===== src/tlaik_pkg.sv =====
package tlaik_pkg;

    localparam int CORDIC_STEPS = 16;
    localparam int COORD_BITS   = 7;
    localparam int ARC_ENTRIES  = 24;

    localparam int CFG_W     = 16;
    localparam int CFG_IDX_W = 3;
    localparam int OFF_W     = 11;
    localparam int POS_W     = 10;

    // squared radius, link length and sqrt datapath
    localparam int SQ_W   = 2 * COORD_BITS;
    localparam int LEN_W  = COORD_BITS + 16;
    localparam int RAD_W  = 2 * COORD_BITS + 32;
    localparam int ROOT_W = LEN_W;
    localparam int REM_W  = ROOT_W + 3;

    // law of cosines numerators and divider
    localparam int NUM_RAW = (2 * COORD_BITS + 17 > 33) ? 2 * COORD_BITS + 17 : 33;
    localparam int N_W     = NUM_RAW + 1;
    localparam int D1_W    = LEN_W + 16;
    localparam int DIV_W   = D1_W + 1;
    localparam int CMP_W   = N_W + D1_W;
    localparam int Q_W     = 17;

    // acos operand sqrt, 17 digit pairs of a 34 bit radicand
    localparam int ACOS_STEPS = 17;
    localparam int ARG_W      = 34;

    // cordic
    localparam int CW   = (COORD_BITS + 18 > 27) ? COORD_BITS + 18 : 27;
    localparam int ZW   = 26;
    localparam int SH_W = $clog2(ARC_ENTRIES);

    // angle to code
    localparam int TH_W       = ZW + 1;
    localparam int P_W        = TH_W + 17;
    localparam int ACC_W      = P_W + 1;
    localparam int CODE_SHIFT = 28;
    localparam int OFF_SHIFT  = 27;

    localparam logic signed [ZW-1:0]   DEG_90  = ZW'(90 * 65536);
    localparam logic signed [TH_W-1:0] DEG_270 = TH_W'(270 * 65536);
    localparam logic [ARG_W-1:0]       ARG_ONE = ARG_W'(64'd1 << 32);
    localparam logic [POS_W-1:0]       POS_MAX = '1;

    localparam logic [CFG_W-1:0] RST_FIRST_LINK  = 16'd2496;
    localparam logic [CFG_W-1:0] RST_SECOND_LINK = 16'd2691;
    localparam logic [CFG_W-1:0] RST_GAIN        = 16'd12584;
    localparam logic [OFF_W-1:0] RST_OFFSET      = 11'd471;
    localparam logic [POS_W-1:0] RST_WRIST       = 10'd777;

    typedef enum logic [CFG_IDX_W-1:0] {
        CFG_FIRST_LINK  = 3'd0,
        CFG_SECOND_LINK = 3'd1,
        CFG_GAIN        = 3'd2,
        CFG_OFFSET      = 3'd3,
        CFG_WRIST       = 3'd4
    } t_cfg_idx;

    typedef struct packed {
        logic [RAD_W-1:0]  rad;
        logic [REM_W-1:0]  rem;
        logic [ROOT_W-1:0] root;
    } t_sqrt;

    typedef struct packed {
        logic [DIV_W-1:0] r;
        logic [DIV_W-1:0] d;
        logic [Q_W-1:0]   q;
    } t_div;

    typedef struct packed {
        logic signed [CW-1:0] x;
        logic signed [CW-1:0] y;
        logic signed [ZW-1:0] z;
    } t_cvec;

    // atan(2^-i) in degrees, Q16
    function automatic logic signed [ZW-1:0] arc_at(input logic [SH_W-1:0] i);
        logic signed [ZW-1:0] a;
        case (i)
            5'd0:    a = ZW'(2949120);
            5'd1:    a = ZW'(1740967);
            5'd2:    a = ZW'(919879);
            5'd3:    a = ZW'(466945);
            5'd4:    a = ZW'(234379);
            5'd5:    a = ZW'(117304);
            5'd6:    a = ZW'(58666);
            5'd7:    a = ZW'(29335);
            5'd8:    a = ZW'(14668);
            5'd9:    a = ZW'(7334);
            5'd10:   a = ZW'(3667);
            5'd11:   a = ZW'(1833);
            5'd12:   a = ZW'(917);
            5'd13:   a = ZW'(458);
            5'd14:   a = ZW'(229);
            5'd15:   a = ZW'(115);
            5'd16:   a = ZW'(57);
            5'd17:   a = ZW'(29);
            5'd18:   a = ZW'(14);
            5'd19:   a = ZW'(7);
            5'd20:   a = ZW'(4);
            5'd21:   a = ZW'(2);
            5'd22:   a = ZW'(1);
            default: a = '0;
        endcase
        return a;
    endfunction

    // quarter turn so the vector starts in the right half plane
    function automatic t_cvec cordic_pre(input logic signed [CW-1:0] x,
                                         input logic signed [CW-1:0] y);
        t_cvec v;
        v.x = x;
        v.y = y;
        v.z = '0;
        if (x < 0) begin
            if (y >= 0) begin
                v.x = y;
                v.y = -x;
                v.z = DEG_90;
            end else begin
                v.x = -y;
                v.y = x;
                v.z = -DEG_90;
            end
        end
        return v;
    endfunction

endpackage


===== src/tlaik_cordic_cell.sv =====
module tlaik_cordic_cell
    import tlaik_pkg::*;
(
    input  logic            i_clk,
    input  logic            i_en,
    input  logic [SH_W-1:0] i_shift,
    input  t_cvec           i_data,
    output t_cvec           o_data
);

    t_cvec                r_data;
    t_cvec                n_data;
    logic signed [CW-1:0] dx;
    logic signed [CW-1:0] dy;
    logic signed [ZW-1:0] arc;

    always_comb begin
        dx  = i_data.y >>> i_shift;
        dy  = i_data.x >>> i_shift;
        arc = arc_at(i_shift);
        if (i_data.y > 0) begin
            n_data.x = i_data.x + dx;
            n_data.y = i_data.y - dy;
            n_data.z = i_data.z + arc;
        end else begin
            n_data.x = i_data.x - dx;
            n_data.y = i_data.y + dy;
            n_data.z = i_data.z - arc;
        end
    end

    always_ff @(posedge i_clk) begin
        if (i_en) begin
            r_data <= n_data;
        end
    end

    assign o_data = r_data;

endmodule


===== config.mk =====
export PLATFORM = sky130hd
export DESIGN_NAME = tlaik_cordic_cell
export DESIGN_NICKNAME = d
export VERILOG_FILES = /design/src/tlaik_pkg.sv /design/src/tlaik_cordic_cell.sv
export SDC_FILE = /design/constraint.sdc
export NUM_CORES = 1
export LEC_CHECK = 0
export BUFFER_PORTS_ARGS = -buffer_cell sky130_fd_sc_hd__buf_2
export CORE_UTILIZATION = 25
export CTS_CLUSTER_SIZE = 16
export DETAILED_ROUTE_END_ITERATION = 7
export GPL_ROUTABILITY_DRIVEN = 0
export GPL_TIMING_DRIVEN = 0
export PLACE_DENSITY_LB_ADDON = 0.3
export SLEW_MARGIN = 20
export SYNTH_ARGS = -nofsm -noshare
export SYNTH_HDL_FRONTEND = slang
export SYNTH_SLANG_ARGS = --single-unit

===== constraint.sdc =====
create_clock -name i_clk -period 4.75 [get_ports i_clk]
set_clock_uncertainty 0.15 [all_clocks]
set_input_delay 0.2375 -clock i_clk [delete_from_list [all_inputs] [get_ports i_clk]]
set_output_delay 0.2375 -clock i_clk [all_outputs]
set_load 0.01 [all_outputs]

==> flow_metrics.env <==
export IMPL_worst_slew_pin_slew_ps=853
export IMPL_hold_path_end="o_data[26]$_DFFE_PP_"
export IMPL_slew_viol_final=0
export IMPL_failed_checks="design-rule violations, negative setup slack"
export IMPL_largest_net_degree_at_the_start_of_global_routing=52
export IMPL_drv_cap=0
export IMPL_die_width_um=221
export IMPL_routed_wire_length_um=52200
export IMPL_grtUsageTotal_pct=20.7
export IMPL_grt_overflow=0
export IMPL_postSynth_topFlopCell="edfxtp_1"
export IMPL_critPathLaunchType="primary input"
export IMPL_cts_hold_buffers_added=0
export IMPL_cts_inserted_buffers=9
export IMPL_antenna_violating_nets_post_route=0
export IMPL_io_buffer_count=164
export IMPL_report_final_hold_viol_count=0
export IMPL_worstSetupEndpointType="flip-flop"
export IMPL_synth_cell_type_count=90
export IMPL_relative_slew_slack_pct=41.6
export IMPL_grt_pass1_vias=12495
export IMPL_crit_top_cell="a21o_1"
export IMPL_yosysWarnings=0
export IMPL_h_tree_depth=3
export IMPL_sequential_area_share_after_synthesis_pct=20.0
export IMPL_grt_pass1_wl_um=76600
export IMPL_yosys_area_top_type="edfxtp_1"
export IMPL_outcome="finished with violations"
export IMPL_largest_register_ff_count=80
export IMPL_kind_of_path_behind_the_tightest_hold_check="in2reg"
export IMPL_layout_cells_most_common="buf_2"
export IMPL_final_hold_worst_slack_ps=54.5
export IMPL_finalCriticalPeriod_ps=5050
export IMPL_finalWorstSetupSlack_ps=-303
export IMPL_synth_top_cells_by_area="edfxtp_1 (20%), ha_1 (9.6%), mux4_2 (8.1%), xnor2_1 (6.3%), a21oi_1 (4.7%)"
export IMPL_min_delay_start="i_data[26]"
export IMPL_finalPower_mw=4.50
export IMPL_grt_setup_unrepaired="true"
export IMPL_drc=3
export IMPL_power_leakage_nw=6.57
export IMPL_critPathRequiredTime_ps=4750
export IMPL_vdd_drop_max_mv=0.187
export IMPL_hpwl_um=39000
export IMPL_critical_setup_path_class="in2reg"
export IMPL_cts_root_buffer_cell="clkbuf_16"
export IMPL_timing_critical_path_fanout_max=7
export IMPL_max_stage_delay_ps=660
export IMPL_synth_cells=1337
export IMPL_placementRows=79
export IMPL_synth_enable_flop_cells=80
export IMPL_layout_area_overhead_vs_synth_pct=34.4
export IMPL_ctsLongestPathBuffers=2
export IMPL_post_synth_instance_area_sq_mm=0.0120
export IMPL_initial_core_util_pct=25.6
export IMPL_ioPinCount=167
export IMPL_vias=12777
export IMPL_critPathArrivalTime_ps=5050
export IMPL_drt_first_pass_iters=8
export IMPL_synth_nets=1519
export IMPL_max_freq_ghz=0.198
export IMPL_core_area_sq_mm=0.0470
export IMPL_final_setup_viol_count=18
export IMPL_detailedRoute_firstIterationViolations=1539
export IMPL_floorplan_die_height_um=221
export IMPL_share_of_yosys_cell_area_claimed_by_the_top_area_cell_type_pct=20.0
export IMPL_crit_slowest_cell="mux4_1"
export IMPL_path_cells="buf_2 -> mux4_1 -> mux2i_2 -> o221ai_1 -> or3_4 -> buf_8 -> nor3_4 -> inv_1 -> o21ai_2 -> xor2_1 -> ha_1 -> buf_4 -> a21o_1 -> a21o_1 -> a21oi_4 -> nand2_1 -> nand2_2 -> a31oi_4 -> a21oi_2 -> nor2b_2 -> xnor2_1"
export IMPL_worstHoldPathCells=2
export IMPL_clock_transition_at_path_regs_ps=70
export IMPL_routed_wirelength_normalized_by_instance_count_um=23.2
export IMPL_post_route_period_util_pct=106
export IMPL_cts_sink_count=80
export IMPL_mostFrequentLayoutCells="buf_2 (166), buf_4 (122), nand2_1 (97)"
export IMPL_power_density_mw_per_mm2=279
export IMPL_ys_seq_elements=80
export IMPL_async_reset_ff_share_pct=0
export IMPL_tritoncts="done"
export IMPL_synth_area_per_cell_sq_um=8.97
export IMPL_via_per_inst=5.69
export IMPL_dieArea_sq_mm=0.0489
export IMPL_drive_gt1_share_pct=38.1
export IMPL_antenna_found_initial=5
export IMPL_layout_nets=1815
## kinds of logic after synthesis
| logic type | Yosys count | synth area share [%] |
|---|---|---|
| fa+ha+maj | 95 | 10.1 |
| flops | 80 | 20.0 |
| mux | 130 | 17.3 |
| xor+xnor | 132 | 9.64 |
| compound gates | 403 | 22.0 |
| buf+inv | 113 | 4.80 |
| simple gates | 384 | 16.1 |
## worst max-delay path: cells and delay by family
family	cells	cell delay, ps
AOI/OAI and AO/OA	7	1400
muxes	2	1260
and+or+nand+nor	5	1040
buffers and inverters	4	570
adders and majority gates	1	280
xor gates and xnor gates	2	250
## power breakdown
| part | leakage, nW | total, mW | switching, mW | internal (mW) |
|---|---|---|---|---|
| clock | 0.138 | 0.736 | 0.330 | 0.406 |
| combinational | 5.65 | 2.67 | 1.49 | 1.18 |
| sequential | 0.783 | 1.10 | 0.0492 | 1.05 |
## metal layers
metal	wire [um]	share of wire (%)	vias to the layer above	global-route usage, %
met2	23600	45	784	32.8
met1	20200	39	6071	24.6
li1	-	-	5700	-
met3	5600	11	212	7.75
met4	2640	5.1	10	10.1
met5	110	0.21	-	0
## layout make-up
class / count / area [sq um]
multi-input cells: 1144 / 9990
clock buffers: 9 / 225
flip-flops and latches: 80 / 2400
repair buffers: 286 / 1840
clock inverters: 7 / 71.3
diodes: 2 / 5.00
fillers: 4814 / 30800
plain buffers: 66 / 647
inverters: 46 / 193
well taps: 607 / 759
## stage by stage
step	setup TNS (ps)	cells	cell area [sq um]	util [%]	setup slack, ps
after floorplan	-602	1337	12200	-	-202
after CTS	-2180	2183	15000	32.0	-306
final	-2810	2247	16100	34.4	-303
after global placement	-86220	2108	13700	29.3	-2010
after detailed placement	-83480	2110	13800	29.4	-1920
after global routing	-5220	2246	16100	34.3	-434
## cells in the mapped netlist, types with 14 or more instances
cell type / n
edfxtp_1: 80
ha_1: 92
a21oi_1: 113
a21o_1: 44
mux2_2: 25
a31oi_1: 17
o21ai_0: 79
nand2_1: 110
mux2i_1: 46
a211oi_1: 15
nor2b_1: 15
nor2_1: 94
mux4_2: 43
nand3_1: 29
o21a_1: 14
nor4_1: 15
xnor2_1: 86
xor2_1: 46
inv_1: 42
clkbuf_1: 26
nand2b_1: 24
nor3_1: 27
## worst max path at each step
stage	depth (start not counted)	endpoint	startpoint	slack, ps
3_3_place_gp	20	o_data[51]$_DFFE_PP_	i_shift[4]	-2010
2_1_floorplan	21	o_data[79]$_DFFE_PP_	i_shift[0]	-200
5_1_grt	27	o_data[79]$_DFFE_PP_	i_shift[1]	-430
6_report	21	o_data[76]$_DFFE_PP_	i_data[50]	-300
3_5_place_dp	20	o_data[51]$_DFFE_PP_	i_shift[4]	-1920
4_1_cts	22	o_data[79]$_DFFE_PP_	i_shift[0]	-310
## timing repair
item,CTS,global route
setup buffers,56,64
endpoints found under the setup margin,64,42
gates cloned,1,0
hold endpoints to repair,0,0
pin swaps,49,69
gates resized for setup,143,172
Power figures use the tool's default switching activity.
