$ cat config.mk
export PLATFORM = sky130hd
export DESIGN_NAME = tlaik_sqrt_cell
export DESIGN_NICKNAME = d
export VERILOG_FILES = /design/src/tlaik_pkg.sv /design/src/tlaik_sqrt_cell.sv
export SDC_FILE = /design/constraint.sdc
export NUM_CORES = 1
export LEC_CHECK = 0
export BUFFER_PORTS_ARGS = -buffer_cell sky130_fd_sc_hd__buf_2
export CAP_MARGIN = 10
export CORE_ASPECT_RATIO = 0.5
export CORE_MARGIN = 4
export CORE_UTILIZATION = 44
export DETAILED_ROUTE_END_ITERATION = 10
export PLACE_DENSITY = 0.78
export SETUP_SLACK_MARGIN = 0.4
export SLEW_MARGIN = 40
export SYNTH_ARGS = -nofsm -noshare
export SYNTH_HDL_FRONTEND = slang
export SYNTH_SLANG_ARGS = --single-unit
$ cat constraint.sdc
create_clock -name i_clk -period 2.7 [get_ports i_clk]
set_input_delay 0.135 -clock i_clk [delete_from_list [all_inputs] [get_ports i_clk]]
set_output_delay 0.135 -clock i_clk [all_outputs]
set_load 0.1 [all_outputs]
$ cat src/tlaik_pkg.sv
package tlaik_pkg;

    localparam int CORDIC_STEPS = 16;
    localparam int COORD_BITS   = 7;
    localparam int ARC_ENTRIES  = 24;

    localparam int CFG_W     = 16;
    localparam int CFG_IDX_W = 3;
    localparam int OFF_W     = 11;
    localparam int POS_W     = 10;

    // squared radius, link length and sqrt datapath
    localparam int SQ_W   = 2 * COORD_BITS;
    localparam int LEN_W  = COORD_BITS + 16;
    localparam int RAD_W  = 2 * COORD_BITS + 32;
    localparam int ROOT_W = LEN_W;
    localparam int REM_W  = ROOT_W + 3;

    // law of cosines numerators and divider
    localparam int NUM_RAW = (2 * COORD_BITS + 17 > 33) ? 2 * COORD_BITS + 17 : 33;
    localparam int N_W     = NUM_RAW + 1;
    localparam int D1_W    = LEN_W + 16;
    localparam int DIV_W   = D1_W + 1;
    localparam int CMP_W   = N_W + D1_W;
    localparam int Q_W     = 17;

    // acos operand sqrt, 17 digit pairs of a 34 bit radicand
    localparam int ACOS_STEPS = 17;
    localparam int ARG_W      = 34;

    // cordic
    localparam int CW   = (COORD_BITS + 18 > 27) ? COORD_BITS + 18 : 27;
    localparam int ZW   = 26;
    localparam int SH_W = $clog2(ARC_ENTRIES);

    // angle to code
    localparam int TH_W       = ZW + 1;
    localparam int P_W        = TH_W + 17;
    localparam int ACC_W      = P_W + 1;
    localparam int CODE_SHIFT = 28;
    localparam int OFF_SHIFT  = 27;

    localparam logic signed [ZW-1:0]   DEG_90  = ZW'(90 * 65536);
    localparam logic signed [TH_W-1:0] DEG_270 = TH_W'(270 * 65536);
    localparam logic [ARG_W-1:0]       ARG_ONE = ARG_W'(64'd1 << 32);
    localparam logic [POS_W-1:0]       POS_MAX = '1;

    localparam logic [CFG_W-1:0] RST_FIRST_LINK  = 16'd2496;
    localparam logic [CFG_W-1:0] RST_SECOND_LINK = 16'd2691;
    localparam logic [CFG_W-1:0] RST_GAIN        = 16'd12584;
    localparam logic [OFF_W-1:0] RST_OFFSET      = 11'd471;
    localparam logic [POS_W-1:0] RST_WRIST       = 10'd777;

    typedef enum logic [CFG_IDX_W-1:0] {
        CFG_FIRST_LINK  = 3'd0,
        CFG_SECOND_LINK = 3'd1,
        CFG_GAIN        = 3'd2,
        CFG_OFFSET      = 3'd3,
        CFG_WRIST       = 3'd4
    } t_cfg_idx;

    typedef struct packed {
        logic [RAD_W-1:0]  rad;
        logic [REM_W-1:0]  rem;
        logic [ROOT_W-1:0] root;
    } t_sqrt;

    typedef struct packed {
        logic [DIV_W-1:0] r;
        logic [DIV_W-1:0] d;
        logic [Q_W-1:0]   q;
    } t_div;

    typedef struct packed {
        logic signed [CW-1:0] x;
        logic signed [CW-1:0] y;
        logic signed [ZW-1:0] z;
    } t_cvec;

    // atan(2^-i) in degrees, Q16
    function automatic logic signed [ZW-1:0] arc_at(input logic [SH_W-1:0] i);
        logic signed [ZW-1:0] a;
        case (i)
            5'd0:    a = ZW'(2949120);
            5'd1:    a = ZW'(1740967);
            5'd2:    a = ZW'(919879);
            5'd3:    a = ZW'(466945);
            5'd4:    a = ZW'(234379);
            5'd5:    a = ZW'(117304);
            5'd6:    a = ZW'(58666);
            5'd7:    a = ZW'(29335);
            5'd8:    a = ZW'(14668);
            5'd9:    a = ZW'(7334);
            5'd10:   a = ZW'(3667);
            5'd11:   a = ZW'(1833);
            5'd12:   a = ZW'(917);
            5'd13:   a = ZW'(458);
            5'd14:   a = ZW'(229);
            5'd15:   a = ZW'(115);
            5'd16:   a = ZW'(57);
            5'd17:   a = ZW'(29);
            5'd18:   a = ZW'(14);
            5'd19:   a = ZW'(7);
            5'd20:   a = ZW'(4);
            5'd21:   a = ZW'(2);
            5'd22:   a = ZW'(1);
            default: a = '0;
        endcase
        return a;
    endfunction

    // quarter turn so the vector starts in the right half plane
    function automatic t_cvec cordic_pre(input logic signed [CW-1:0] x,
                                         input logic signed [CW-1:0] y);
        t_cvec v;
        v.x = x;
        v.y = y;
        v.z = '0;
        if (x < 0) begin
            if (y >= 0) begin
                v.x = y;
                v.y = -x;
                v.z = DEG_90;
            end else begin
                v.x = -y;
                v.y = x;
                v.z = -DEG_90;
            end
        end
        return v;
    endfunction

endpackage

$ cat src/tlaik_sqrt_cell.sv
module tlaik_sqrt_cell
    import tlaik_pkg::*;
(
    input  logic  i_clk,
    input  logic  i_en,
    input  t_sqrt i_data,
    output t_sqrt o_data
);

    t_sqrt             r_data;
    t_sqrt             n_data;
    logic [REM_W-1:0]  rem2;
    logic [REM_W-1:0]  trial;

    always_comb begin
        rem2       = {i_data.rem[REM_W-3:0], i_data.rad[RAD_W-1 -: 2]};
        trial      = {1'b0, i_data.root, 2'b01};
        n_data.rad = {i_data.rad[RAD_W-3:0], 2'b00};
        if (rem2 >= trial) begin
            n_data.rem  = rem2 - trial;
            n_data.root = {i_data.root[ROOT_W-2:0], 1'b1};
        end else begin
            n_data.rem  = rem2;
            n_data.root = {i_data.root[ROOT_W-2:0], 1'b0};
        end
    end

    always_ff @(posedge i_clk) begin
        if (i_en) begin
            r_data <= n_data;
        end
    end

    assign o_data = r_data;

endmodule

==> results.md, run 1 <==
- DRT antenna net count: 0
- Synth Area per Inst: 12.0 sq um
- Clock buffer count from CTS: 9
- CP Class: in2reg
- Crit-path max FO: 9
- Internal power: about 2.8 mW
- DIE HEIGHT: about 80 microns
- Max Freq: between 400 and 500 MHz
- Seq/Total Area, Yosys: 61.1%
- Max Root-Sink Buffers: 2
- Layout Nets: 760
- Met3 WL post-DR: between 800 and 900 microns
- Post-CTS Setup Bufs: 0
- Combinational share of power: between 30% and 40%
- Storage cell area: approximately 0.0028 sq mm
- CTS tree: built
- Routed wl met2: roughly 6.0 mm
- Setup crit end kind: register
- Switching share of power: a little over two fifths
- Routed vias: about 3,800
- Drt drc: 0
- Die width: ~150 microns
- CP Launch Point: i_data[6]
- Core area: roughly 0.01 sq mm
- Initial core utilization: 46.7%
- Clock power share: 24.5%
- PortBufs: between 150 and 200
- Util after Layout: 67.5%
- Sequential Power Share: 37.5%
- DRT Pass-1 Iters: 4
- Crit path time final: ~2200 ps
- Cells after Synth: 380
- Ant. Diodes: 0
- Mapped cell area: between 0.004 and 0.005 sq mm
- Critical path data required time: roughly 2800 ps
- Clk pin slew, worst setup/hold paths: ~70 ps
- Status: completed
- I/O pin cnt: between 150 and 200
- Area delta synth->final: 44.6%
- Post-DP HPWL: 8.88 mm
- Worst-Margin Slew: around 690 ps
- CP arrival: roughly 2300 ps
- Yosys cell types: between 50 and 60
- Primary FF master, synth: edfxtp_1
- P_sw: 2.01 mW
- Setup TNS Final: 0 ps
- Synth Register Bits: 93
- Rel. slew slack: a little over half
- Finish-stage setup viols: 0
- Period utilization: between 80% and 90%
- GRT Total Usage: 20.2%
- Unrepaired setup endpoints after global routing: yes
- Drt wl/cell: approximately 16 microns
- CP Capture Point: o_data[45]$_DFFE_PP_
- Hold crit path type: in2reg
- Fin. max-slew vios: 0
- Post-synth ARST share: 0%
- Max VDD drop: just over 400 uV
- Design Area, Final: ~0.0066 sq mm
- Final wirelength: between 10 and 15 mm
- PD cells: between 700 and 800 mW/mm^2
- DP Area: between 0.005 and 0.006 sq mm
- RePlAce Congestion: about 0.87
- Largest register FFs: 93
- H-tree levels: 3
- WL met1: ~5.2 mm
- First-pass GRT wire length: slightly below 20 mm
- Share of layout cells above drive strength 1: 34.4%
- Vias in the first global route: ~3,800
- Uppermost layer routed: met4
- Violation count after the first detailed-route iteration: approximately 280
- Yosys warning total: 0
- EDFF count, synth: just over 90
- Fill count: roughly 760
- Multi-input logic area: about 0.0016 sq mm
- Max Cap Viol: 0
- Clock sink total: 93
- Initial antenna violation count: 0
- CTS root buf: clkbuf_16
- Largest net degree at the start of global routing: between 50 and 60
- Drt via density: ~5
- GRT overflow: 0
- CP Launch Type: primary input
- Leakage power: 2.91 nW
- Die area: 0.0122 sq mm
- Row Count: 25
- Hold Fails Final Rpt: 0
-- worst min-delay path by stage --
stage                          start              endpoint  slack (ps)  cells past startpoint
final                     i_data[10]  o_data[11]$_DFFE_PP_          20                      1
after global routing      i_data[10]  o_data[11]$_DFFE_PP_          10                      1
after CTS                  i_data[9]  o_data[10]$_DFFE_PP_          20                      1
after detailed placement  i_data[69]  o_data[71]$_DFFE_PP_         310                      1
after global placement    i_data[92]  o_data[94]$_DFFE_PP_         310                      1
after floorplan            i_data[9]  o_data[10]$_DFFE_PP_         230                      0
-- synthesized netlist by cell type (all sizes together) (5+ instances only) --
library cell | count | area share (%)
o21ai | 42 | 4.6
xnor2 | 11 | 2.1
ha | 25 | 6.8
nand4 | 5 | 0.82
xor2 | 13 | 2.5
a21oi | 30 | 3.3
buf | 11 | 1.6
edfxtp | 93 | 61
nor2 | 15 | 1.2
inv | 32 | 2.6
a21o | 5 | 0.82
nand2 | 54 | 4.4
-- through the flow --
step / std cells / total power, mW / setup WS [ps] / hold WS [ps]
final: 778 / 4.79 / 537 / 22.3
after global routing: 778 / 5.01 / 388 / 10.1
after CTS: 778 / 4.82 / 569 / 15.7
after detailed placement: 698 / 3.57 / 221 / 313
after global placement: 698 / 3.55 / 252 / 312
after floorplan: 381 / 3.24 / 542 / 234
-- cell type report --
type	count	share of cell area, %
multi-input combinational	243	24.1
clock inverter	7	0.833
sequential	93	42.2
timing repair buffer	259	25.0
inverter	32	1.82
tap	135	2.55
clock buffer	9	3.41
-- cells in the final DEF, fill, tap and decap left out, drive strengths merged, types with 3 or more instances in the layout --
master | netlist | layout
o21ai | 42 | 42
edfxtp | 93 | 93
clkinv | 0 | 3
a21oi | 30 | 30
dlygate4sd3 | 0 | 64
nand4 | 5 | 5
nand2 | 54 | 54
xor2 | 13 | 13
ha | 25 | 25
clkbuf | 2 | 9
a21o | 5 | 5
inv | 32 | 35
nor2 | 15 | 15
buf | 11 | 195
xnor2 | 11 | 11
-- metal layers --
metal | GRT usage (%) | vias to the layer above
li1 | - | 1894
met1 | 25.2 | 1768
met2 | 35.2 | 133
met3 | 5.92 | 8
met4 | 4.66 | 0
met5 | 0 | -
-- worst max-delay path, stage by stage --
cell and delay (ps):
buf_2 80, inv_1 40, ha_1 430, nand4_1 230, or3_1 430, a21oi_1 150, nor3b_1 60, buf_4 160
o41ai_2 290, xnor2_1 170, o21ai_1 80
-- kinds of logic after synthesis --
family                   count (synthesis)  share of synthesized area (%)
AO/OA/AOI/OAI                           98                           13.3
XOR/XNOR                                24                           4.60
adder cells (fa/ha/maj)                 25                           6.84
buffers and inverters                   45                           4.40
flip-flops                              93                           61.1
multiplexers                             1                          0.219
other                                    1                         0.0820
AND/OR/NAND/NOR                         93                           9.52
-- power groups by stage --
stage / Clock (mW) / Sequential (mW) / Combinational (mW)
detailed placement: 0 / 1.83 / 1.74
finish: 1.18 / 1.80 / 1.82
CTS: 1.21 / 1.80 / 1.82
global placement: 0 / 1.82 / 1.73
global route: 1.29 / 1.81 / 1.91
floorplan: 0 / 2.88 / 0.360
-- what timing repair did --
action / in CTS / in global routing
hold buffers: 64 / 0
setup endpoints to repair: 0 / 12
gates resized for setup: 0 / 3
hold endpoints to repair: 64 / 0
No activity file was read; power rests on OpenSTA's default activity.
==> run 2: changes to the inputs <==
Clock period 2.7 ns to 2 ns, I/O delays scaled along.
==> run 2 against run 1 <==
Effect of this change: critical endpoint is now o_data[48]$_DFFE_PP_; non-clock buffer count up 99; hold slack improved by 11 ps; critical path depth is the same; highest routed layer unchanged; largest cell class unchanged; via count up 24%; combinational power rose by 70%; sequential share of layout area fell by 7.6 points; count of clock-buffer cells in the layout stayed put; power is 52% higher; global-route usage grew 4.2 points; largest power group unchanged; clock power grew 48%; sequential power rose by 36%; setup slack lost 420 ps.
==> results.md, run 2 (same netlist as run 1, synthesis figures left out) <==
- Status: completed
- CP Class: in2reg
- PD cells: 903 mW/mm^2 (+25%)
- CP arrival: 1970 ps (-280 ps)
- Drt drc: 0 (unchanged)
- Setup crit end kind: register
- CTS root buf: clkbuf_16
- Core area: 0.00979 sq mm (unchanged)
- P_sw: 3.04 mW (+51%)
- Final wirelength: 17.2 mm (+41%)
- Combinational share of power: 42.5% (+4.5 points)
- I/O pin cnt: 192 (unchanged)
- Util after Layout: 82.3% (+15 points)
- Die area: 0.0122 sq mm (unchanged)
- CP Launch Type: primary input
- Design Area, Final: 0.00806 sq mm (+22%)
- Sequential Power Share: 33.5% (-4.0 points)
- First-pass GRT wire length: 23.5 mm (+21%)
- Drt wl/cell: 19.6 microns (+26%)
- Crit-path max FO: 4 (-5)
- Fin. max-slew vios: 0 (unchanged)
- Post-DP HPWL: 9.97 mm (+12%)
- Hold crit path type: in2reg
- Die width: 152 microns (unchanged)
- Unrepaired setup endpoints after global routing: yes
- Switching share of power: 41.7% (-0.30 points)
- Hold Path Stages: 2 (+1)
- DRT antenna net count: 0 (unchanged)
- Initial core utilization: 46.7% (unchanged)
- Area delta synth->final: 76.2%
- Commonest non-fill, non-tap cell in the layout: buf_2
- GRT overflow: 0 (unchanged)
- Setup TNS Final: 0 ps (unchanged)
- Layout Nets: 859 (+13%)
- Max Freq: roughly 530 MHz
- H-tree levels: 3 (unchanged)
- Worst hold start: i_data[14]
- Fill count: 502 (-34%)
- Max VDD drop: 420 uV (+1.4%)
- Crit path time final: around 1900 ps
- Internal power: 4.24 mW (+53%)
- Worst-Margin Slew: 532 ps (-157 ps)
- PortBufs: 187 (unchanged)
- Share of layout cells above drive strength 1: 53.6% (+19 points)
- Critical path data required time: 2100 ps (-690 ps)
- Routed vias: 4,704 (+24%)
- Fin worst setup slack: 121 ps (-416 ps)
- Rel. slew slack: 64.7% (+11 points)
- Violation count after the first detailed-route iteration: 381 (+38%)
- Clock power share: 24.0% (-0.5 points)
- Max Root-Sink Buffers: 2 (unchanged)
- WP buf/inv: 4 (+1)
- DIE HEIGHT: 80.1 microns (unchanged)
- Pre-CTS WS: -323 ps (-545 ps)
- Clock buffer count from CTS: 9 (unchanged)
- Worst path slowest cell: ha_4
- Initial antenna violation count: 0 (unchanged)
- Drt via density: 5.37 (+9.9%)
- Most frequent cells in the layout: buf_2 (179), buf_4 (93), edfxtp_1 (93)
- CP max stage delay: 300 ps (-130 ps)
- Largest register FFs: 93 (unchanged)
- Hold Fails Final Rpt: 0 (unchanged)
- CTS tree: built
- RePlAce Congestion: 0.889 (+1.9%)
- Hold Path End: o_data[15]$_DFFE_PP_
- Period utilization: 94.0%
- Finish-stage setup viols: 0 (unchanged)
- Leakage power: 3.50 nW (+20%)
- Crit-path cells: buf_2, inv_2, ha_4, buf_4, nand4_1, nor3_2, a31o_1, a211oi_4, buf_6, a2111oi_4, xor2_1
- DP Area: 0.00654 sq mm (+15%)
- Max Cap Viol: 0 (unchanged)
- Worst path top cell family by delay: compound AO/OA/AOI/OAI gates
- Clock sink total: 93 (unchanged)
- Clk pin slew, worst setup/hold paths: 70 ps (about the same)
- Largest net degree at the start of global routing: 36 (-31%)
- Row Count: 25 (unchanged)
- GRT Total Usage: 24.4% (+4.2 points)
- Vias in the first global route: 4,519 (+20%)
- Ant. Diodes: 0 (unchanged)
- DRT Pass-1 Iters: 5 (+1)
-- run 2: changes by cell type in the layout (fill, tap and decap cells not counted), sizes merged --
cell | before | now
buf | 195 | 292
bufinv | 0 | 1
clkbuf | 9 | 11
clkinv | 3 | 2
clkinvlp | 1 | 2
inv | 35 | 33
-- run 2: power by group through the flow --
stage          Clock (mW)  Sequential, mW  Combinational, mW
2_1_floorplan           0            3.89              0.557
6_report             1.75            2.44               3.09
3_3_place_gp            0            2.46               2.62
4_1_cts              1.75            2.43               2.86
5_1_grt              1.88            2.45               3.20
3_5_place_dp            0            2.47               2.65
-- run 2: layer usage --
metal	GRT usage, %	part of all wire (%)
met1	28.8	38
met2	45.0	51
met3	7.21	8.5
met4	5.29	3.2
met5	0	0
-- run 2: repair_timing --
item	in CTS	in global routing
gates resized for setup	46	67
hold buffers	64	0
buffers inserted	9	3
endpoints found under the hold margin	64	0
pin swaps	13	26
gates cloned	1	2
setup endpoints to repair	27	27
-- run 2: per-stage QoR --
step | std cells | total power, mW | hold WS [ps]
after CTS | 871 | 7.04 | 31.3
after detailed placement | 782 | 5.12 | 278
after global placement | 782 | 5.08 | 276
after global routing | 876 | 7.53 | 36.1
final | 876 | 7.28 | 33.8
after floorplan | 381 | 4.44 | 199
-- run 2: worst max-delay path by stage --
stage	startpoint	end	slack (ps)	cells after the start
after floorplan	i_data[43]	o_data[47]$_DFFE_PP_	-4	10
after global placement	i_data[14]	o_data[48]$_DFFE_PP_	-250	11
after detailed placement	i_data[14]	o_data[48]$_DFFE_PP_	-320	11
after CTS	i_data[15]	o_data[48]$_DFFE_PP_	180	12
after global routing	i_data[5]	o_data[42]$_DFFE_PP_	-30	12
final	i_data[11]	o_data[48]$_DFFE_PP_	120	11
-- run 2: area by class of cell --
class                           instances  area, sq um  area share [%]
Sequential cell                        93         2790            34.7
Timing Repair Buffer                  358         2550            31.7
Multi-Input combinational cell        243         2110            26.2
Clock buffer                            9          225            2.80
Tap cell                              135          169            2.10
Inverter                               32          130            1.62
Clock inverter                          6         73.8           0.916
