===== src/tlaik_pkg.sv =====
package tlaik_pkg;

    localparam int CORDIC_STEPS = 16;
    localparam int COORD_BITS   = 7;
    localparam int ARC_ENTRIES  = 24;

    localparam int CFG_W     = 16;
    localparam int CFG_IDX_W = 3;
    localparam int OFF_W     = 11;
    localparam int POS_W     = 10;

    // squared radius, link length and sqrt datapath
    localparam int SQ_W   = 2 * COORD_BITS;
    localparam int LEN_W  = COORD_BITS + 16;
    localparam int RAD_W  = 2 * COORD_BITS + 32;
    localparam int ROOT_W = LEN_W;
    localparam int REM_W  = ROOT_W + 3;

    // law of cosines numerators and divider
    localparam int NUM_RAW = (2 * COORD_BITS + 17 > 33) ? 2 * COORD_BITS + 17 : 33;
    localparam int N_W     = NUM_RAW + 1;
    localparam int D1_W    = LEN_W + 16;
    localparam int DIV_W   = D1_W + 1;
    localparam int CMP_W   = N_W + D1_W;
    localparam int Q_W     = 17;

    // acos operand sqrt, 17 digit pairs of a 34 bit radicand
    localparam int ACOS_STEPS = 17;
    localparam int ARG_W      = 34;

    // cordic
    localparam int CW   = (COORD_BITS + 18 > 27) ? COORD_BITS + 18 : 27;
    localparam int ZW   = 26;
    localparam int SH_W = $clog2(ARC_ENTRIES);

    // angle to code
    localparam int TH_W       = ZW + 1;
    localparam int P_W        = TH_W + 17;
    localparam int ACC_W      = P_W + 1;
    localparam int CODE_SHIFT = 28;
    localparam int OFF_SHIFT  = 27;

    localparam logic signed [ZW-1:0]   DEG_90  = ZW'(90 * 65536);
    localparam logic signed [TH_W-1:0] DEG_270 = TH_W'(270 * 65536);
    localparam logic [ARG_W-1:0]       ARG_ONE = ARG_W'(64'd1 << 32);
    localparam logic [POS_W-1:0]       POS_MAX = '1;

    localparam logic [CFG_W-1:0] RST_FIRST_LINK  = 16'd2496;
    localparam logic [CFG_W-1:0] RST_SECOND_LINK = 16'd2691;
    localparam logic [CFG_W-1:0] RST_GAIN        = 16'd12584;
    localparam logic [OFF_W-1:0] RST_OFFSET      = 11'd471;
    localparam logic [POS_W-1:0] RST_WRIST       = 10'd777;

    typedef enum logic [CFG_IDX_W-1:0] {
        CFG_FIRST_LINK  = 3'd0,
        CFG_SECOND_LINK = 3'd1,
        CFG_GAIN        = 3'd2,
        CFG_OFFSET      = 3'd3,
        CFG_WRIST       = 3'd4
    } t_cfg_idx;

    typedef struct packed {
        logic [RAD_W-1:0]  rad;
        logic [REM_W-1:0]  rem;
        logic [ROOT_W-1:0] root;
    } t_sqrt;

    typedef struct packed {
        logic [DIV_W-1:0] r;
        logic [DIV_W-1:0] d;
        logic [Q_W-1:0]   q;
    } t_div;

    typedef struct packed {
        logic signed [CW-1:0] x;
        logic signed [CW-1:0] y;
        logic signed [ZW-1:0] z;
    } t_cvec;

    // atan(2^-i) in degrees, Q16
    function automatic logic signed [ZW-1:0] arc_at(input logic [SH_W-1:0] i);
        logic signed [ZW-1:0] a;
        case (i)
            5'd0:    a = ZW'(2949120);
            5'd1:    a = ZW'(1740967);
            5'd2:    a = ZW'(919879);
            5'd3:    a = ZW'(466945);
            5'd4:    a = ZW'(234379);
            5'd5:    a = ZW'(117304);
            5'd6:    a = ZW'(58666);
            5'd7:    a = ZW'(29335);
            5'd8:    a = ZW'(14668);
            5'd9:    a = ZW'(7334);
            5'd10:   a = ZW'(3667);
            5'd11:   a = ZW'(1833);
            5'd12:   a = ZW'(917);
            5'd13:   a = ZW'(458);
            5'd14:   a = ZW'(229);
            5'd15:   a = ZW'(115);
            5'd16:   a = ZW'(57);
            5'd17:   a = ZW'(29);
            5'd18:   a = ZW'(14);
            5'd19:   a = ZW'(7);
            5'd20:   a = ZW'(4);
            5'd21:   a = ZW'(2);
            5'd22:   a = ZW'(1);
            default: a = '0;
        endcase
        return a;
    endfunction

    // quarter turn so the vector starts in the right half plane
    function automatic t_cvec cordic_pre(input logic signed [CW-1:0] x,
                                         input logic signed [CW-1:0] y);
        t_cvec v;
        v.x = x;
        v.y = y;
        v.z = '0;
        if (x < 0) begin
            if (y >= 0) begin
                v.x = y;
                v.y = -x;
                v.z = DEG_90;
            end else begin
                v.x = -y;
                v.y = x;
                v.z = -DEG_90;
            end
        end
        return v;
    endfunction

endpackage


===== src/tlaik_div_cell.sv =====
module tlaik_div_cell
    import tlaik_pkg::*;
(
    input  logic i_clk,
    input  logic i_en,
    input  t_div i_data,
    output t_div o_data
);

    t_div             r_data;
    t_div             n_data;
    logic [DIV_W-1:0] diff;
    logic             bit_q;

    always_comb begin
        bit_q    = (i_data.r >= i_data.d);
        diff     = i_data.r - i_data.d;
        n_data.d = i_data.d;
        n_data.q = {i_data.q[Q_W-2:0], bit_q};
        // remainder stays below d, so the doubling cannot overflow
        if (bit_q) begin
            n_data.r = {diff[DIV_W-2:0], 1'b0};
        end else begin
            n_data.r = {i_data.r[DIV_W-2:0], 1'b0};
        end
    end

    always_ff @(posedge i_clk) begin
        if (i_en) begin
            r_data <= n_data;
        end
    end

    assign o_data = r_data;

endmodule


===== config.mk =====
export PLATFORM = sky130hd
export DESIGN_NAME = tlaik_div_cell
export DESIGN_NICKNAME = d
export VERILOG_FILES = /design/src/tlaik_pkg.sv /design/src/tlaik_div_cell.sv
export SDC_FILE = /design/constraint.sdc
export NUM_CORES = 1
export LEC_CHECK = 0
export BUFFER_PORTS_ARGS = -buffer_cell sky130_fd_sc_hd__buf_2
export CAP_MARGIN = 40
export CELL_PAD_IN_SITES_DETAIL_PLACEMENT = 0
export CELL_PAD_IN_SITES_GLOBAL_PLACEMENT = 2
export CORE_MARGIN = 2
export CORE_UTILIZATION = 28
export CTS_CLUSTER_DIAMETER = 80
export DETAILED_ROUTE_END_ITERATION = 10
export PLACE_DENSITY = 0.73
export RECOVER_POWER = 50
export SETUP_SLACK_MARGIN = 0.1
export SLEW_MARGIN = 20
export SYNTH_ARGS = -nofsm -noshare
export SYNTH_HDL_FRONTEND = slang
export SYNTH_SLANG_ARGS = --single-unit

===== constraint.sdc =====
create_clock -name i_clk -period 3 [get_ports i_clk]
set_input_delay 0.6 -clock i_clk [delete_from_list [all_inputs] [get_ports i_clk]]
set_output_delay 0.6 -clock i_clk [all_outputs]
set_load 0.02 [all_outputs]

==> results.sh, run 1 <==
export IMPL_cap_viol_max_count=1
export IMPL_synth_edf_count=96
export IMPL_final_core_util_pct=39.3
export IMPL_routabilityCongestion=0.798
export IMPL_largest_reg_flops=96
export IMPL_clk_pin_slew_worst_paths_ps=70
export IMPL_mappedNetlistNets=701
export IMPL_cp_required_ps=3090
export IMPL_crit_type="in -> reg"
export IMPL_area_growth_pct=37.7
export IMPL_crit_fanout=10
export IMPL_numCtsBuffers=9
export IMPL_synth_area_um2=6000
export IMPL_cts_root_buf="clkbuf_16"
export IMPL_cp_arrival_ps=2880
export IMPL_synth_cells=561
export IMPL_start_util_pct=28.6
export IMPL_dr_pass1_iters=4
export IMPL_ys_types=65
export IMPL_drtIter0Drc=183
export IMPL_antenna_found_initial=0
export IMPL_tightest_slew_ps=2170
export IMPL_drt_total_wl_mm=16.8
export IMPL_async_reset_ff_share_pct=0
export IMPL_antenna_left=0
export IMPL_post_route_min_period_ps=2780
export IMPL_overflow=0
export IMPL_endpoint_kind="flop"
export IMPL_rsz0062_at_grt="true"
export IMPL_rows=53
export IMPL_synth_top_area_share_pct=48.0
export IMPL_grt_max_degree=60
export IMPL_grt_pass1_vias=5258
export IMPL_diodes=0
export IMPL_ctsHoldBuffers=0
export IMPL_core_area_um2=21000
export IMPL_yosysMostFrequentCell="edfxtp_1"
export IMPL_hold_path_class="in -> reg"
export IMPL_violations="max-capacitance violations, max-slew violations"
export IMPL_dieArea_um2=22600
export IMPL_routed_via_density=4.61
export IMPL_portBuffers=193
export IMPL_drc=0
export IMPL_drive_above_1_share_pct=40.0
export IMPL_ios=196
export IMPL_synth_area_leaders="edfxtp_1, ha_1, a21oi_1, a21oi_2, xnor2_1"
export IMPL_die_x_um=150
export IMPL_synth_warning_count=0
export IMPL_startpoint_type="primary input"
export IMPL_stdcell_area_um2=8260
export IMPL_yosys_register_bits=96
export IMPL_grt_pass1_wl_mm=26.4
export IMPL_cts_resized=0
export IMPL_nFillCells=2135
export IMPL_synth_seq_area_share_pct=48.0
export IMPL_vias=5165
export IMPL_leakagePower_nw=3.66
export IMPL_fin_nets=981
export IMPL_syn_area_per_cell_um2=10.7
export IMPL_postCtsSetupBuffers=0
export IMPL_cts_max_path_buffers=2
export IMPL_htree_num_levels=3
export IMPL_max_freq_ghz=0.360
export IMPL_wl_per_cell_um=15.0
export IMPL_post_route_period_util_pct=92.7
export IMPL_synth_common_cells="edfxtp_1, inv_1, a21oi_1"
export IMPL_synth_top_cell_by_area="edfxtp_1"
export IMPL_grtUsageTotal_pct=14.8
export IMPL_numClockSinks=96
export IMPL_max_slew_margin_rel_pct=-44.5
export IMPL_dp_hpwl_mm=13.5
export IMPL_synth_flop_cell="edfxtp_1"
export IMPL_vdd_drop_max_uv=256
export IMPL_powerDensity_nw_per_um2=523
export IMPL_cts_tree="done"
export IMPL_placed_cell_area_um2=7960
export IMPL_setup_viol=0
export IMPL_hold_violations=0
export IMPL_die_y_um=150
export IMPL_slew_violations=38
export IMPL_status="complete, but fails checks"
## critical path, stage by stage
cell and delay (ps):
clkbuf_1 90, inv_1 50, ha_1 360, a21oi_1 220
o21ai_0 150, a21o_1 220, a211o_1 310, a21oi_2 140
o21a_4 150, inv_2 60, buf_12 150, buf_4 160
o2111ai_1 80, o221ai_1 130
## kinds of logic (layout without fill, tap and decap cells)
family | Yosys count | count (layout) | synth area share [%]
AO/OA/AOI/OAI | 160 | 160 | 18.8
XOR/XNOR | 33 | 33 | 4.82
adder cells (fa/ha/maj) | 41 | 41 | 8.67
buffers and inverters | 76 | 360 | 5.90
flip-flops | 96 | 96 | 48.0
multiplexers | 8 | 8 | 1.86
other | 1 | 1 | 0.0625
AND/OR/NAND/NOR | 146 | 146 | 11.9
## routing by layer
metal	routed length, µm	up-vias	track usage, %	share of wire, %
li1	-	2617	-	-
met1	7870	2417	19.5	47
met3	903	12	3.79	5.4
met4	187	0	3.44	1.1
met2	7800	119	24.4	47
met5	0	-	0	0
## layout make-up
class	count	area, µm²	area share (%)
repair buffers	294	1740	21.1
flip-flops and latches	96	2880	34.9
inverters	51	191	2.32
clock buffers	9	225	2.73
clock inverters	6	92.6	1.12
multi-input cells	389	2790	33.7
well taps	275	344	4.16
## layout by cell type, fill, tap and decap left out, types with 3 or more instances in the layout
cell type,count
buf_2,167
buf_4,97
edfxtp_1,96
inv_1,50
a21oi_1,48
nor2_1,46
nand2_1,41
ha_1,40
a21oi_2,26
clkbuf_1,26
xnor2_1,24
o21ai_0,19
nand3_1,12
a21o_1,12
nor3_1,10
nand4_1,10
xor2_1,9
clkbuf_16,9
a31oi_1,6
o21bai_1,6
mux2_4,6
a211oi_1,5
and3_1,4
and4_1,4
o21ai_1,4
buf_12,4
nor2b_1,3
o221ai_1,3
nand2b_1,3
o21a_1,3
o31ai_1,3
## final timing paths
kind | start | to | slack, ps | depth (start not counted)
max | i_data[36] | o_data[93]$_DFFE_PP_ | 220 | 14
min | i_data[4] | o_data[5]$_DFFE_PP_ | 420 | 1
## where the power goes
part	internal (mW)	leakage [nW]	switching, mW
Combinational	0.599	2.57	0.781
Clock	0.732	0.149	0.529
Sequential	1.65	0.940	0.0321
Total	2.98	3.66	1.34
## stage by stage
stage / worst slack [ps] / std cells / power, mW / TNS (ps) / hold WS, ps
2_1_floorplan: 117 / 561 / 2.54 / 0 / 699
3_3_place_gp: -197 / 1105 / 3.09 / -3790 / 776
3_5_place_dp: -260 / 1105 / 3.10 / -5380 / 778
4_1_cts: 114 / 1120 / 4.39 / 0 / 400
5_1_grt: 61.5 / 1120 / 4.56 / 0 / 399
6_report: 218 / 1120 / 4.32 / 0 / 417
No activity file was read; power rests on OpenSTA's default activity.
==> run 2: changes to the inputs <==
Settings changed: MAX_ROUTING_LAYER from default to met4.
==> run 2 against run 1 <==
  * Clock power rose by 9%
  * Die area did not move
  * Sequential cell count did not move
  * Worst setup slack improved by 23 ps
  * The flow still finishes with violations (max-capacitance violations, max-slew violations)
  * Critical endpoint unchanged
  * Sequential power barely moved
  * Critical path type unchanged
  * Sequential share of layout area fell by 0.15 points
  * Highest routed layer unchanged
==> results.sh, run 2 (synthesis gave the netlist of run 1 again) <==
export IMPL_status="complete, but fails checks"
export IMPL_violations="max-capacitance violations, max-slew violations"
export IMPL_slew_violations=39
export IMPL_drt_total_wl_mm=16.9
export IMPL_hold_path_class="in -> reg"
export IMPL_endpoint_kind="flop"
export IMPL_grt_pass1_wl_mm=26.5
export IMPL_start_util_pct=28.6
export IMPL_numCtsBuffers=9
export IMPL_core_area_um2=21000
export IMPL_crit_fanout=10
export IMPL_max_slew_margin_rel_pct=-39.6
export IMPL_setup_tns_ps=0
export IMPL_max_freq_ghz=0.362
export IMPL_setup_ws_ps=241
export IMPL_fin_nets=983
export IMPL_leakagePower_nw=3.69
export IMPL_rows=53
export IMPL_dieArea_um2=22600
export IMPL_vdd_drop_max_uv=258
export IMPL_dp_cells=1107
export IMPL_tightest_slew_ps=2090
export IMPL_rsz0062_at_grt="true"
export IMPL_drive_above_1_share_pct=40.6
export IMPL_routed_via_density=4.60
export IMPL_portBuffers=193
export IMPL_numClockSinks=96
export IMPL_overflow=0
export IMPL_dr_pass1_iters=4
export IMPL_p_total_mw=4.43
export IMPL_final_common_cell="buf_2"
export IMPL_diodes=0
export IMPL_ctsHoldBuffers=0
export IMPL_vias=5157
export IMPL_dp_slack_ps=-213
export IMPL_cap_viol_max_count=1
export IMPL_antenna_found_initial=0
export IMPL_htree_num_levels=3
export IMPL_crit_type="in -> reg"
export IMPL_cts_max_path_buffers=2
export IMPL_wl_per_cell_um=15.1
export IMPL_ios=196
export IMPL_stdcell_area_um2=8300
export IMPL_antenna_left=0
export IMPL_cts_root_buf="clkbuf_16"
export IMPL_hold_ws_ps=415
export IMPL_cp_required_ps=3090
export IMPL_cp_arrival_ps=2850
export IMPL_final_cells=1122
export IMPL_final_core_util_pct=39.5
export IMPL_cts_tree="done"
export IMPL_setup_viol=0
export IMPL_largest_reg_flops=96
export IMPL_routabilityCongestion=0.797
export IMPL_dp_hpwl_mm=13.6
export IMPL_die_x_um=150
export IMPL_startpoint_type="primary input"
export IMPL_grtUsageTotal_pct=15.4
export IMPL_drc=0
export IMPL_powerDensity_nw_per_um2=534
export IMPL_placed_cell_area_um2=7980
export IMPL_area_growth_pct=38.3
export IMPL_die_y_um=150
export IMPL_post_route_min_period_ps=2760
export IMPL_clk_pin_slew_worst_paths_ps=70
export IMPL_drtIter0Drc=252
export IMPL_hold_violations=0
export IMPL_grt_max_degree=60
export IMPL_post_route_period_util_pct=92.0
export IMPL_grt_pass1_vias=5307
export IMPL_final_cell_mix="buf_2, buf_4, edfxtp_1"
run 2: critical path, cell delays in order:
cell and delay, ps:
buf_2 90, inv_1 40, ha_1 310, a21o_1 190, a21o_1 210, a2111oi_2 370, o41ai_1 170, a21oi_2 150
o21a_4 140, inv_2 50, buf_12 140, buf_4 160, o2111ai_1 80, o221ai_1 130
run 2: layer usage:
metal	vias to the layer above	track usage (%)	share of wire, %
li1	2610	-	-
met1	2401	20.1	48
met2	132	24.5	47
met3	14	2.94	4.5
met4	0	4.06	1.3
met5	-	-	0
run 2: power by group:
part           internal, mW  switching, mW  leakage, nW
registers              1.65         0.0336        0.940
clock network         0.818          0.551        0.163
logic                 0.598          0.780         2.58
run 2: path summary, 6_finish.rpt:
path / start / depth (start not counted) / endpoint
max: i_data[50] / 14 / o_data[93]$_DFFE_PP_
min: i_data[12] / 1 / o_data[13]$_DFFE_PP_
run 2: what timing repair did:
action / 4_1_cts / 5_1_grt
resized for setup: 0 / 7
setup buffers: 0 / 0
endpoints found under the setup margin: 0 / 25
endpoints found under the hold margin: 0 / 0
run 2: area by class of cell:
class | count | area (µm²)
Clock buffer | 9 | 225
Inverter | 51 | 191
Timing Repair Buffer | 296 | 1750
Clock inverter | 6 | 115
Sequential cell | 96 | 2880
Multi-Input combinational cell | 389 | 2790
Fill cell | 2126 | 12700
Tap cell | 275 | 344
==> run 3: changes to the inputs <==
Settings changed: PLACE_DENSITY 0.73 to default, PLACE_DENSITY_LB_ADDON from default to 0.08.
==> run 3 against run 2 <==
  * The flow now finishes without violations
  * Routed wire length barely moved
  * Sequential share of layout area up 0.45 points
  * Combinational power about the same
  * Count of clock-buffer cells in the layout did not move
  * Fmax decreased by 0.34%
  * Critical path depth unchanged
  * Critical path type unchanged
==> results.sh, run 3 (synthesis gave the netlist of run 1 again) <==
export IMPL_setup_ws_ps=231
export IMPL_routed_via_density=4.55
export IMPL_leakagePower_nw=3.64
export IMPL_antenna_left=0
export IMPL_vdd_drop_max_uv=255
export IMPL_tightest_slew_ps=1350
export IMPL_final_cell_mix="buf_2, buf_4, edfxtp_1"
export IMPL_wl_met3_um=982
export IMPL_cp_required_ps=3080
export IMPL_numCtsBuffers=9
export IMPL_hold_violations=0
export IMPL_post_route_period_util_pct=92.3
export IMPL_setup_viol=0
export IMPL_core_area_um2=21000
export IMPL_overflow=0
export IMPL_grt_pass1_vias=5152
export IMPL_start_util_pct=28.6
export IMPL_max_slew_margin_rel_pct=9.83
export IMPL_post_route_min_period_ps=2770
export IMPL_largest_reg_flops=96
export IMPL_cts_tree="done"
export IMPL_rsz0062_at_grt="true"
export IMPL_endpoint_kind="flop"
export IMPL_ctsHoldBuffers=0
export IMPL_comb_power_share_pct=32.8
export IMPL_top_layer_used="met4"
export IMPL_max_freq_ghz=0.361
export IMPL_switching_share_pct=32.5
export IMPL_crit_type="in -> reg"
export IMPL_die_x_um=150
export IMPL_hold_path_class="in -> reg"
export IMPL_dp_hpwl_mm=13.9
export IMPL_final_common_cell="buf_2"
export IMPL_die_y_um=150
export IMPL_drive_above_1_share_pct=40.3
export IMPL_wl_met2_mm=7.77
export IMPL_diodes=0
export IMPL_clk_pin_slew_worst_paths_ps=70
export IMPL_area_growth_pct=36.5
export IMPL_seqPwrFrac_pct=40.4
export IMPL_wl_met1_mm=8.05
export IMPL_status="finished, final reports clean"
export IMPL_fin_nets=982
export IMPL_switchingPower_mw=1.36
export IMPL_grt_pass1_wl_mm=26.4
export IMPL_worstSetupStartpoint="i_data[50]"
export IMPL_htree_num_levels=3
export IMPL_grt_max_degree=55
export IMPL_setup_tns_ps=0
export IMPL_nFillCells=2164
export IMPL_cap_viol_max_count=0
export IMPL_drtIter0Drc=138
export IMPL_wl_per_cell_um=15.1
export IMPL_vias=5110
export IMPL_grtUsageTotal_pct=15.3
export IMPL_cp_arrival_ps=2850
export IMPL_dp_slack_ps=-236
export IMPL_intPower_mw=2.81
export IMPL_portBuffers=193
export IMPL_crit_fanout=13
export IMPL_drc=0
export IMPL_numClockSinks=96
export IMPL_min_from="i_data[8]"
export IMPL_slew_violations=0
export IMPL_routabilityCongestion=0.791
export IMPL_rows=53
export IMPL_clkPwrFrac_pct=26.8
export IMPL_cts_max_path_buffers=2
export IMPL_startpoint_type="primary input"
export IMPL_dieArea_um2=22600
export IMPL_drt_total_wl_mm=16.9
export IMPL_ios=196
export IMPL_dr_pass1_iters=4
export IMPL_powerDensity_nw_per_um2=508
export IMPL_antenna_found_initial=0
export IMPL_cts_root_buf="clkbuf_16"
[run 3: routing by layer]
| metal | vias up | global-route usage (%) |
|---|---|---|
| met4 | 0 | 2.83 |
| met5 | - | - |
| met3 | 7 | 3.00 |
| li1 | 2611 | - |
| met1 | 2352 | 20.6 |
| met2 | 140 | 24.3 |
[run 3: through the flow]
stage	std cells	util [%]	hold WS, ps	area, µm²	total power, mW
3_5_place_dp	1106	37.8	778	7940	3.10
5_1_grt	1122	39.0	395	8190	4.42
6_report	1122	39.0	422	8190	4.17
3_3_place_gp	1106	37.8	776	7940	3.10
2_1_floorplan	561	-	699	6000	2.54
4_1_cts	1122	39.1	401	8220	4.26
[run 3: power by group through the flow]
stage	logic [mW]	registers [mW]	clock network [mW]
after global routing	1.51	1.70	1.22
after floorplan	0.635	1.90	0
final	1.37	1.68	1.11
after CTS	1.40	1.68	1.18
after global placement	1.39	1.71	0
after detailed placement	1.39	1.71	0
[run 3: layout make-up]
class	instances	area, µm²	area share, %
Multi-Input combinational cell	389	2780	34.0
Timing Repair Buffer	295	1710	20.9
Sequential cell	96	2880	35.2
Clock buffer	9	225	2.75
Inverter	51	191	2.34
Tap cell	275	344	4.20
Clock inverter	7	55.1	0.672
[run 3: path summary, 6_finish.rpt]
kind / depth (start not counted) / slack (ps) / endpoint
worst max-delay path: 14 / 230 / o_data[93]$_DFFE_PP_
worst min-delay path: 1 / 420 / o_data[9]$_DFFE_PP_
[run 3: what timing repair did]
item                                    in CTS  in global routing
endpoints found under the setup margin       0                 31
setup buffers                                0                  0
hold endpoints to repair                     0                  0
resized for setup                            0                  6
[run 3: worst max-delay path, stage by stage]
cell and delay [ps]:
clkbuf_1 110, inv_1 50, ha_1 300, a21o_1 180, a21o_1 200, a2111oi_2 350
o41ai_1 170, a21oi_2 140, o21a_4 150, inv_2 50, buf_12 150, buf_4 160
o2111ai_1 90, o221ai_1 130
